==> config.mk <==
export PLATFORM = sky130hd
export DESIGN_NAME = etf_step_div
export DESIGN_NICKNAME = d
export VERILOG_FILES = /design/src/hw/rtl/etf_pkg.sv /design/src/hw/rtl/etf_div_cell.sv /design/src/hw/rtl/etf_step_div.sv
export SDC_FILE = /design/constraint.sdc
export NUM_CORES = 2
export LEC_CHECK = 0
export BUFFER_PORTS_ARGS = -buffer_cell sky130_fd_sc_hd__clkbuf_2
export CELL_PAD_IN_SITES_DETAIL_PLACEMENT = 0
export CELL_PAD_IN_SITES_GLOBAL_PLACEMENT = 2
export CORE_MARGIN = 2
export CORE_UTILIZATION = 46
export CTS_CLUSTER_SIZE = 25
export DETAILED_ROUTE_END_ITERATION = 8
export PLACE_DENSITY = 0.95
export REMOVE_ABC_BUFFERS = 1
export SYNTH_ARGS = -nofsm -noshare
export SYNTH_HDL_FRONTEND = slang
export SYNTH_HIERARCHICAL = 1
export SYNTH_SLANG_ARGS = --single-unit
==> constraint.sdc <==
create_clock -name clk -period 7.2 [get_ports clk]
set_input_delay 0.72 -clock clk [delete_from_list [all_inputs] [get_ports clk]]
set_output_delay 0.72 -clock clk [all_outputs]
set_load 0.005 [all_outputs]
==> src/hw/rtl/etf_pkg.sv <==
`timescale 1ns / 1ps
`default_nettype none

package etf_pkg;

    // Field widths of the block
    localparam int COORD_BITS = 32;
    localparam int FRAC_BITS  = 28;
    localparam int PIXEL_BITS = 12;
    localparam int COUNT_BITS = 16;

    // Derived widths
    localparam int DIM_BITS   = PIXEL_BITS + 1;            // screen size register
    localparam int STEP_BITS  = COORD_BITS + 1;            // edge difference and step
    localparam int Z_BITS     = COORD_BITS + 1;            // orbit value, -16.0 <= z < 16.0
    localparam int PROD_BITS  = STEP_BITS + DIM_BITS;      // step * pixel
    localparam int SUM_BITS   = PROD_BITS + 1;             // edge +/- step * pixel
    localparam int SQ_BITS    = 2 * Z_BITS - FRAC_BITS;    // floored square
    localparam int XY_BITS    = SQ_BITS + 1;               // floored 2*r*i

    // Configuration port
    localparam int CFG_DATA_BITS  = COORD_BITS;
    localparam int REG_INDEX_BITS = 3;

    localparam logic [REG_INDEX_BITS-1:0] REG_LEFT_EDGE       = REG_INDEX_BITS'(0);
    localparam logic [REG_INDEX_BITS-1:0] REG_RIGHT_EDGE      = REG_INDEX_BITS'(1);
    localparam logic [REG_INDEX_BITS-1:0] REG_TOP_EDGE        = REG_INDEX_BITS'(2);
    localparam logic [REG_INDEX_BITS-1:0] REG_BOTTOM_EDGE     = REG_INDEX_BITS'(3);
    localparam logic [REG_INDEX_BITS-1:0] REG_WIDTH_PIXELS    = REG_INDEX_BITS'(4);
    localparam logic [REG_INDEX_BITS-1:0] REG_HEIGHT_PIXELS   = REG_INDEX_BITS'(5);
    localparam logic [REG_INDEX_BITS-1:0] REG_ITERATION_LIMIT = REG_INDEX_BITS'(6);

    // Reset view: re -2.0 .. 1.0, im 1.25 .. -1.25, 640 x 480, 256 iterations
    localparam logic [COORD_BITS-1:0] LEFT_EDGE_RESET   = COORD_BITS'(-536870912);
    localparam logic [COORD_BITS-1:0] RIGHT_EDGE_RESET  = COORD_BITS'(268435456);
    localparam logic [COORD_BITS-1:0] TOP_EDGE_RESET    = COORD_BITS'(335544320);
    localparam logic [COORD_BITS-1:0] BOTTOM_EDGE_RESET = COORD_BITS'(-335544320);
    localparam logic [DIM_BITS-1:0]   WIDTH_RESET       = DIM_BITS'(640);
    localparam logic [DIM_BITS-1:0]   HEIGHT_RESET      = DIM_BITS'(480);
    localparam logic [COUNT_BITS-1:0] LIMIT_RESET       = COUNT_BITS'(256);

    // |z|^2 bailout, 4.0 in the fraction format of the squares
    localparam logic [SQ_BITS:0] ESCAPE_LEVEL =
        {{(SQ_BITS - FRAC_BITS - 2){1'b0}}, 3'b100, {FRAC_BITS{1'b0}}};

    // One lane of the restoring divider
    typedef struct packed {
        logic [DIM_BITS-1:0]   rem;
        logic [COORD_BITS-1:0] dq;     // dividend bits shift out, quotient bits in
        logic [DIM_BITS-1:0]   den;
        logic                  neg;
    } div_lane_t;

    typedef struct packed {
        div_lane_t h;
        div_lane_t v;
    } div_pair_t;

    // Divider result handed to the orbit unit
    typedef struct packed {
        logic                        vld;
        logic signed [STEP_BITS-1:0] step_h;
        logic signed [STEP_BITS-1:0] step_v;
    } steps_t;

    typedef struct packed {
        logic [PIXEL_BITS-1:0] pixel_x;
        logic [PIXEL_BITS-1:0] pixel_y;
    } in_item_t;

    typedef struct packed {
        logic [COUNT_BITS-1:0] iteration_count;
        logic [PIXEL_BITS-1:0] out_x;
        logic [PIXEL_BITS-1:0] out_y;
    } out_item_t;

    // One restoring division step
    function automatic div_lane_t div_step(input div_lane_t l);
        logic [DIM_BITS:0] part;
        div_lane_t         n;
        part = {l.rem, l.dq[COORD_BITS-1]};
        n    = l;
        if (part >= {1'b0, l.den})
        begin
            n.rem = DIM_BITS'(part - {1'b0, l.den});
            n.dq  = {l.dq[COORD_BITS-2:0], 1'b1};
        end
        else
        begin
            n.rem = part[DIM_BITS-1:0];
            n.dq  = {l.dq[COORD_BITS-2:0], 1'b0};
        end
        return n;
    endfunction

endpackage

`default_nettype wire

==> src/hw/rtl/etf_div_cell.sv <==
`timescale 1ns / 1ps
`default_nettype none

// One quotient bit for both axes, registered.
module etf_div_cell (
    input  wire logic              clk,
    input  wire logic              rst_n,
    input  wire logic              in_vld,
    input  wire etf_pkg::div_pair_t in_pair,
    output logic                   out_vld,
    output etf_pkg::div_pair_t     out_pair
);
    import etf_pkg::*;

    logic      vld_reg;
    div_pair_t pair_reg;

    always_ff @(posedge clk or negedge rst_n)
    begin
        if (!rst_n)
        begin
            vld_reg <= 1'b0;
        end
        else
        begin
            vld_reg <= in_vld;
        end
    end

    always_ff @(posedge clk)
    begin
        pair_reg.h <= div_step(in_pair.h);
        pair_reg.v <= div_step(in_pair.v);
    end

    assign out_vld  = vld_reg;
    assign out_pair = pair_reg;

endmodule

`default_nettype wire

==> src/hw/rtl/etf_step_div.sv <==
`timescale 1ns / 1ps
`default_nettype none

// Pixel step sizes: (right-left)/width and (top-bottom)/height, truncated
// toward zero. Prep stage, one cell per quotient bit, then sign fixup.
module etf_step_div (
    input  wire logic                                  clk,
    input  wire logic                                  rst_n,
    input  wire logic                                  start,
    input  wire logic signed [etf_pkg::COORD_BITS-1:0] left,
    input  wire logic signed [etf_pkg::COORD_BITS-1:0] right,
    input  wire logic signed [etf_pkg::COORD_BITS-1:0] top,
    input  wire logic signed [etf_pkg::COORD_BITS-1:0] bottom,
    input  wire logic        [etf_pkg::DIM_BITS-1:0]   width,
    input  wire logic        [etf_pkg::DIM_BITS-1:0]   height,
    output etf_pkg::steps_t                            steps
);
    import etf_pkg::*;

    logic                        prep_vld_reg;
    logic signed [STEP_BITS-1:0] diff_h_reg;
    logic signed [STEP_BITS-1:0] diff_v_reg;
    logic [DIM_BITS-1:0]         den_h_reg;
    logic [DIM_BITS-1:0]         den_v_reg;

    div_pair_t           link [0:COORD_BITS];
    logic [COORD_BITS:0] link_vld;

    logic                        steps_vld_reg;
    logic signed [STEP_BITS-1:0] step_h_reg;
    logic signed [STEP_BITS-1:0] step_v_reg;

    function automatic div_lane_t lane_init(input logic signed [STEP_BITS-1:0] diff,
                                            input logic [DIM_BITS-1:0] den);
        logic [STEP_BITS-1:0] mag;
        div_lane_t            l;
        mag   = diff[STEP_BITS-1] ? STEP_BITS'(-diff) : diff;
        l.rem = '0;
        l.dq  = mag[COORD_BITS-1:0];
        l.den = den;
        l.neg = diff[STEP_BITS-1];
        return l;
    endfunction

    function automatic logic [STEP_BITS-1:0] lane_result(input div_lane_t l);
        logic [STEP_BITS-1:0] q;
        q = {1'b0, l.dq};
        if (l.den == '0)
        begin
            return '0;
        end
        else if (l.neg)
        begin
            return STEP_BITS'(-q);
        end
        else
        begin
            return q;
        end
    endfunction

    always_ff @(posedge clk or negedge rst_n)
    begin
        if (!rst_n)
        begin
            prep_vld_reg  <= 1'b0;
            steps_vld_reg <= 1'b0;
        end
        else
        begin
            prep_vld_reg  <= start;
            steps_vld_reg <= link_vld[COORD_BITS];
        end
    end

    always_ff @(posedge clk)
    begin
        diff_h_reg <= {right[COORD_BITS-1], right} - {left[COORD_BITS-1], left};
        diff_v_reg <= {top[COORD_BITS-1], top} - {bottom[COORD_BITS-1], bottom};
        den_h_reg  <= width;
        den_v_reg  <= height;
        step_h_reg <= lane_result(link[COORD_BITS].h);
        step_v_reg <= lane_result(link[COORD_BITS].v);
    end

    assign link_vld[0] = prep_vld_reg;
    assign link[0]     = '{h: lane_init(diff_h_reg, den_h_reg),
                           v: lane_init(diff_v_reg, den_v_reg)};

    for (genvar k = 0; k < COORD_BITS; k++)
    begin : g_cell
        etf_div_cell u_cell (
            .clk      (clk),
            .rst_n    (rst_n),
            .in_vld   (link_vld[k]),
            .in_pair  (link[k]),
            .out_vld  (link_vld[k+1]),
            .out_pair (link[k+1])
        );
    end

    assign steps = '{vld: steps_vld_reg, step_h: step_h_reg, step_v: step_v_reg};

endmodule

`default_nettype wire

==> results.json <==
{
  "worstPathArrival_ps": 5980,
  "critical_path.reg2reg.startpoint": "diff_v_reg[10]",
  "cts_made_buffers": 380,
  "num_rows": 200,
  "cp-start-kind": "flop",
  "synth_area_um2": 138000,
  "skew_ps": 48.9,
  "holdPathStages": 3,
  "power_leakage_nw": 69.6,
  "critPathSlowestCell": "a21oi_2",
  "io_buffers": 223,
  "syn_inst": 11900,
  "grt_overflow": 0,
  "max-cap-violations": 0,
  "start_util_pct": 46.3,
  "n_fill_cell": 25000,
  "max_slew_margin_pct": 22.5,
  "crit_path_cell_trace": "or4_4, or4_4, or4_4, or2_4, o31ai_2, xnor2_1, inv_1, ha_1, fa_1, nand2b_1, a21oi_1, o311a_1, o311ai_2, a21oi_2, mux2_2",
  "grt_pass1_wl_um": 413000,
  "rsz0062_at_grt": "false",
  "vias_per_cell": 4.92,
  "grt_usage_pct": 16.1,
  "final_common_cell": "dfxtp_1",
  "outcome": "completed",
  "fin_nets": 13600,
  "p_total_mw": 81.7,
  "r2r_end": "g_cell[0].u_cell/out_pair[48]",
  "cts_max_level": 5,
  "crit_type": "reg -> reg",
  "die_x_um": 551,
  "root_buffer": "clkbuf_16",
  "power-per-cell-area_nw_per_um2": 521,
  "post-route-drc-count": 0,
  "wl_um": 251000,
  "hpwlAfterDp_um": 186000,
  "hold_end": "diff_h_reg[0]",
  "setup_viol": 0,
  "min_from": "left[0]",
  "path_max_fanout": 14,
  "whs_ps": 130,
  "finalCritPeriodShare_pct": 71.2,
  "largest_reg_flops": 3750,
  "clk_path_buf_depth": 4,
  "die_height_um": 551,
  "die_area_um2": 304000,
  "period_minus_slack_ps": 5120,
  "cp_common_cell": "or4_4",
  "clock_latency_ps": 930,
  "antenna_left": 0,
  "grt_pass1_vias": 84800,
  "grt_max_degree": 35,
  "cts_tree": "yes",
  "slew_viol_final": 0,
  "multi_input_area_um2": 53700,
  "layout_common_cells": "3,908 x dfxtp_1, 1,078 x inv_1, 900 x ha_1, 636 x nor2_1, 573 x a21oi_1",
  "yosys_warnings": 6,
  "drtPass1Iterations": 5,
  "register_area_um2": 79100,
  "core_area_um2": 298000,
  "post_drt_wl_per_cell_um": 15.0,
  "ctsResizeCount": 0,
  "clock-sinks": 3942,
  "fin_area_um2": 157000,
  "fmax_mhz": 195,
  "setup_slack_ps": 2080,
  "hold_viol": 0,
  "slowest_delay_ps": 720,
  "dpl_cell_area_um2": 143000,
  "max_slew.worst_pin.slew_ps": 1160,
  "num_vias": 82300,
  "syn2layout_area_growth_pct": 13.8,
  "ctsHoldBuffers": 28,
  "ioPinCount": 224,
  "ir_drop_uv": 259,
  "antenna_found_initial": 5,
  "reg2reg_slack_ps": 2080,
  "drt_iter0_drc": 3559,
  "place_ws_ps": 2030,
  "required_ps": 8060,
  "avgSynthCellArea_um2": 11.6,
  "rr_worst_depth": 15,
  "drive_above_1_share_pct": 12.7,
  "cts_setup_buffers": 0,
  "endpoint_kind": "flop",
  "place_congestion": 0.865,
  "timing.setup.tns_ps": 0,
  "cts.clk_slew.worst_paths_ps": 60,
  "cpLargestDelayFamily": "simple AND/OR/NAND/NOR gates",
  "cp_num_buf_inv": 1,
  "hold_class": "in -> reg"
}
==> worst min-delay path, stage by stage <==
cell and delay (ps):
clkbuf_2 80, ha_1 140, inv_1 50
==> worst max-delay path by stage <==
| stage | slack (ps) | cells past startpoint | end | startpoint |
|---|---|---|---|---|
| 5_1_grt | 1690 | 16 | g_cell[0].u_cell/out_pair[46] | diff_v_reg[4] |
| 6_report | 2080 | 15 | g_cell[0].u_cell/out_pair[48] | diff_v_reg[10] |
| 4_1_cts | 2030 | 15 | g_cell[0].u_cell/out_pair[48] | diff_v_reg[10] |
| 3_5_place_dp | 2030 | 15 | g_cell[0].u_cell/out_pair[51] | diff_v_reg[10] |
| 2_1_floorplan | 2580 | 15 | g_cell[0].u_cell/out_pair[48] | diff_v_reg[10] |
| 3_3_place_gp | 2020 | 15 | g_cell[0].u_cell/out_pair[48] | diff_v_reg[10] |
==> metal layers <==
layer / track usage (%) / routed length [um]
met1: 18.8 / 108000
met2: 29.6 / 125000
met3: 2.36 / 8580
met4: 6.41 / 9360
met5: 0 / 0
==> metrics by stage <==
| stage | instances | utilization (%) |
|---|---|---|
| 3_3_place_gp | 16000 | 48.1 |
| 2_1_floorplan | 11800 | - |
| 3_5_place_dp | 16000 | 48.1 |
| 5_1_grt | 16700 | 52.7 |
| 6_report | 16700 | 52.7 |
| 4_1_cts | 16700 | 52.7 |
==> layout make-up <==
type / count / share of cell area (%)
clock inverters: 191 / 1.80
clock buffers: 508 / 6.88
flip-flops and latches: 3942 / 50.4
well taps: 3939 / 3.14
inverters: 1078 / 2.58
diodes: 5 / 0.00797
repair buffers: 267 / 0.967
multi-input cells: 6795 / 34.2
==> where the power goes <==
| part | leakage, nW | switching (mW) | total [mW] | internal, mW |
|---|---|---|---|---|
| registers | 33.3 | 3.26 | 32.9 | 29.7 |
| logic | 29.6 | 13.9 | 27.8 | 14.0 |
| clock network | 6.64 | 8.34 | 20.9 | 12.6 |
| total | 69.6 | 25.5 | 81.7 | 56.2 |
Note: power is estimated with default switching activity, not from simulation.
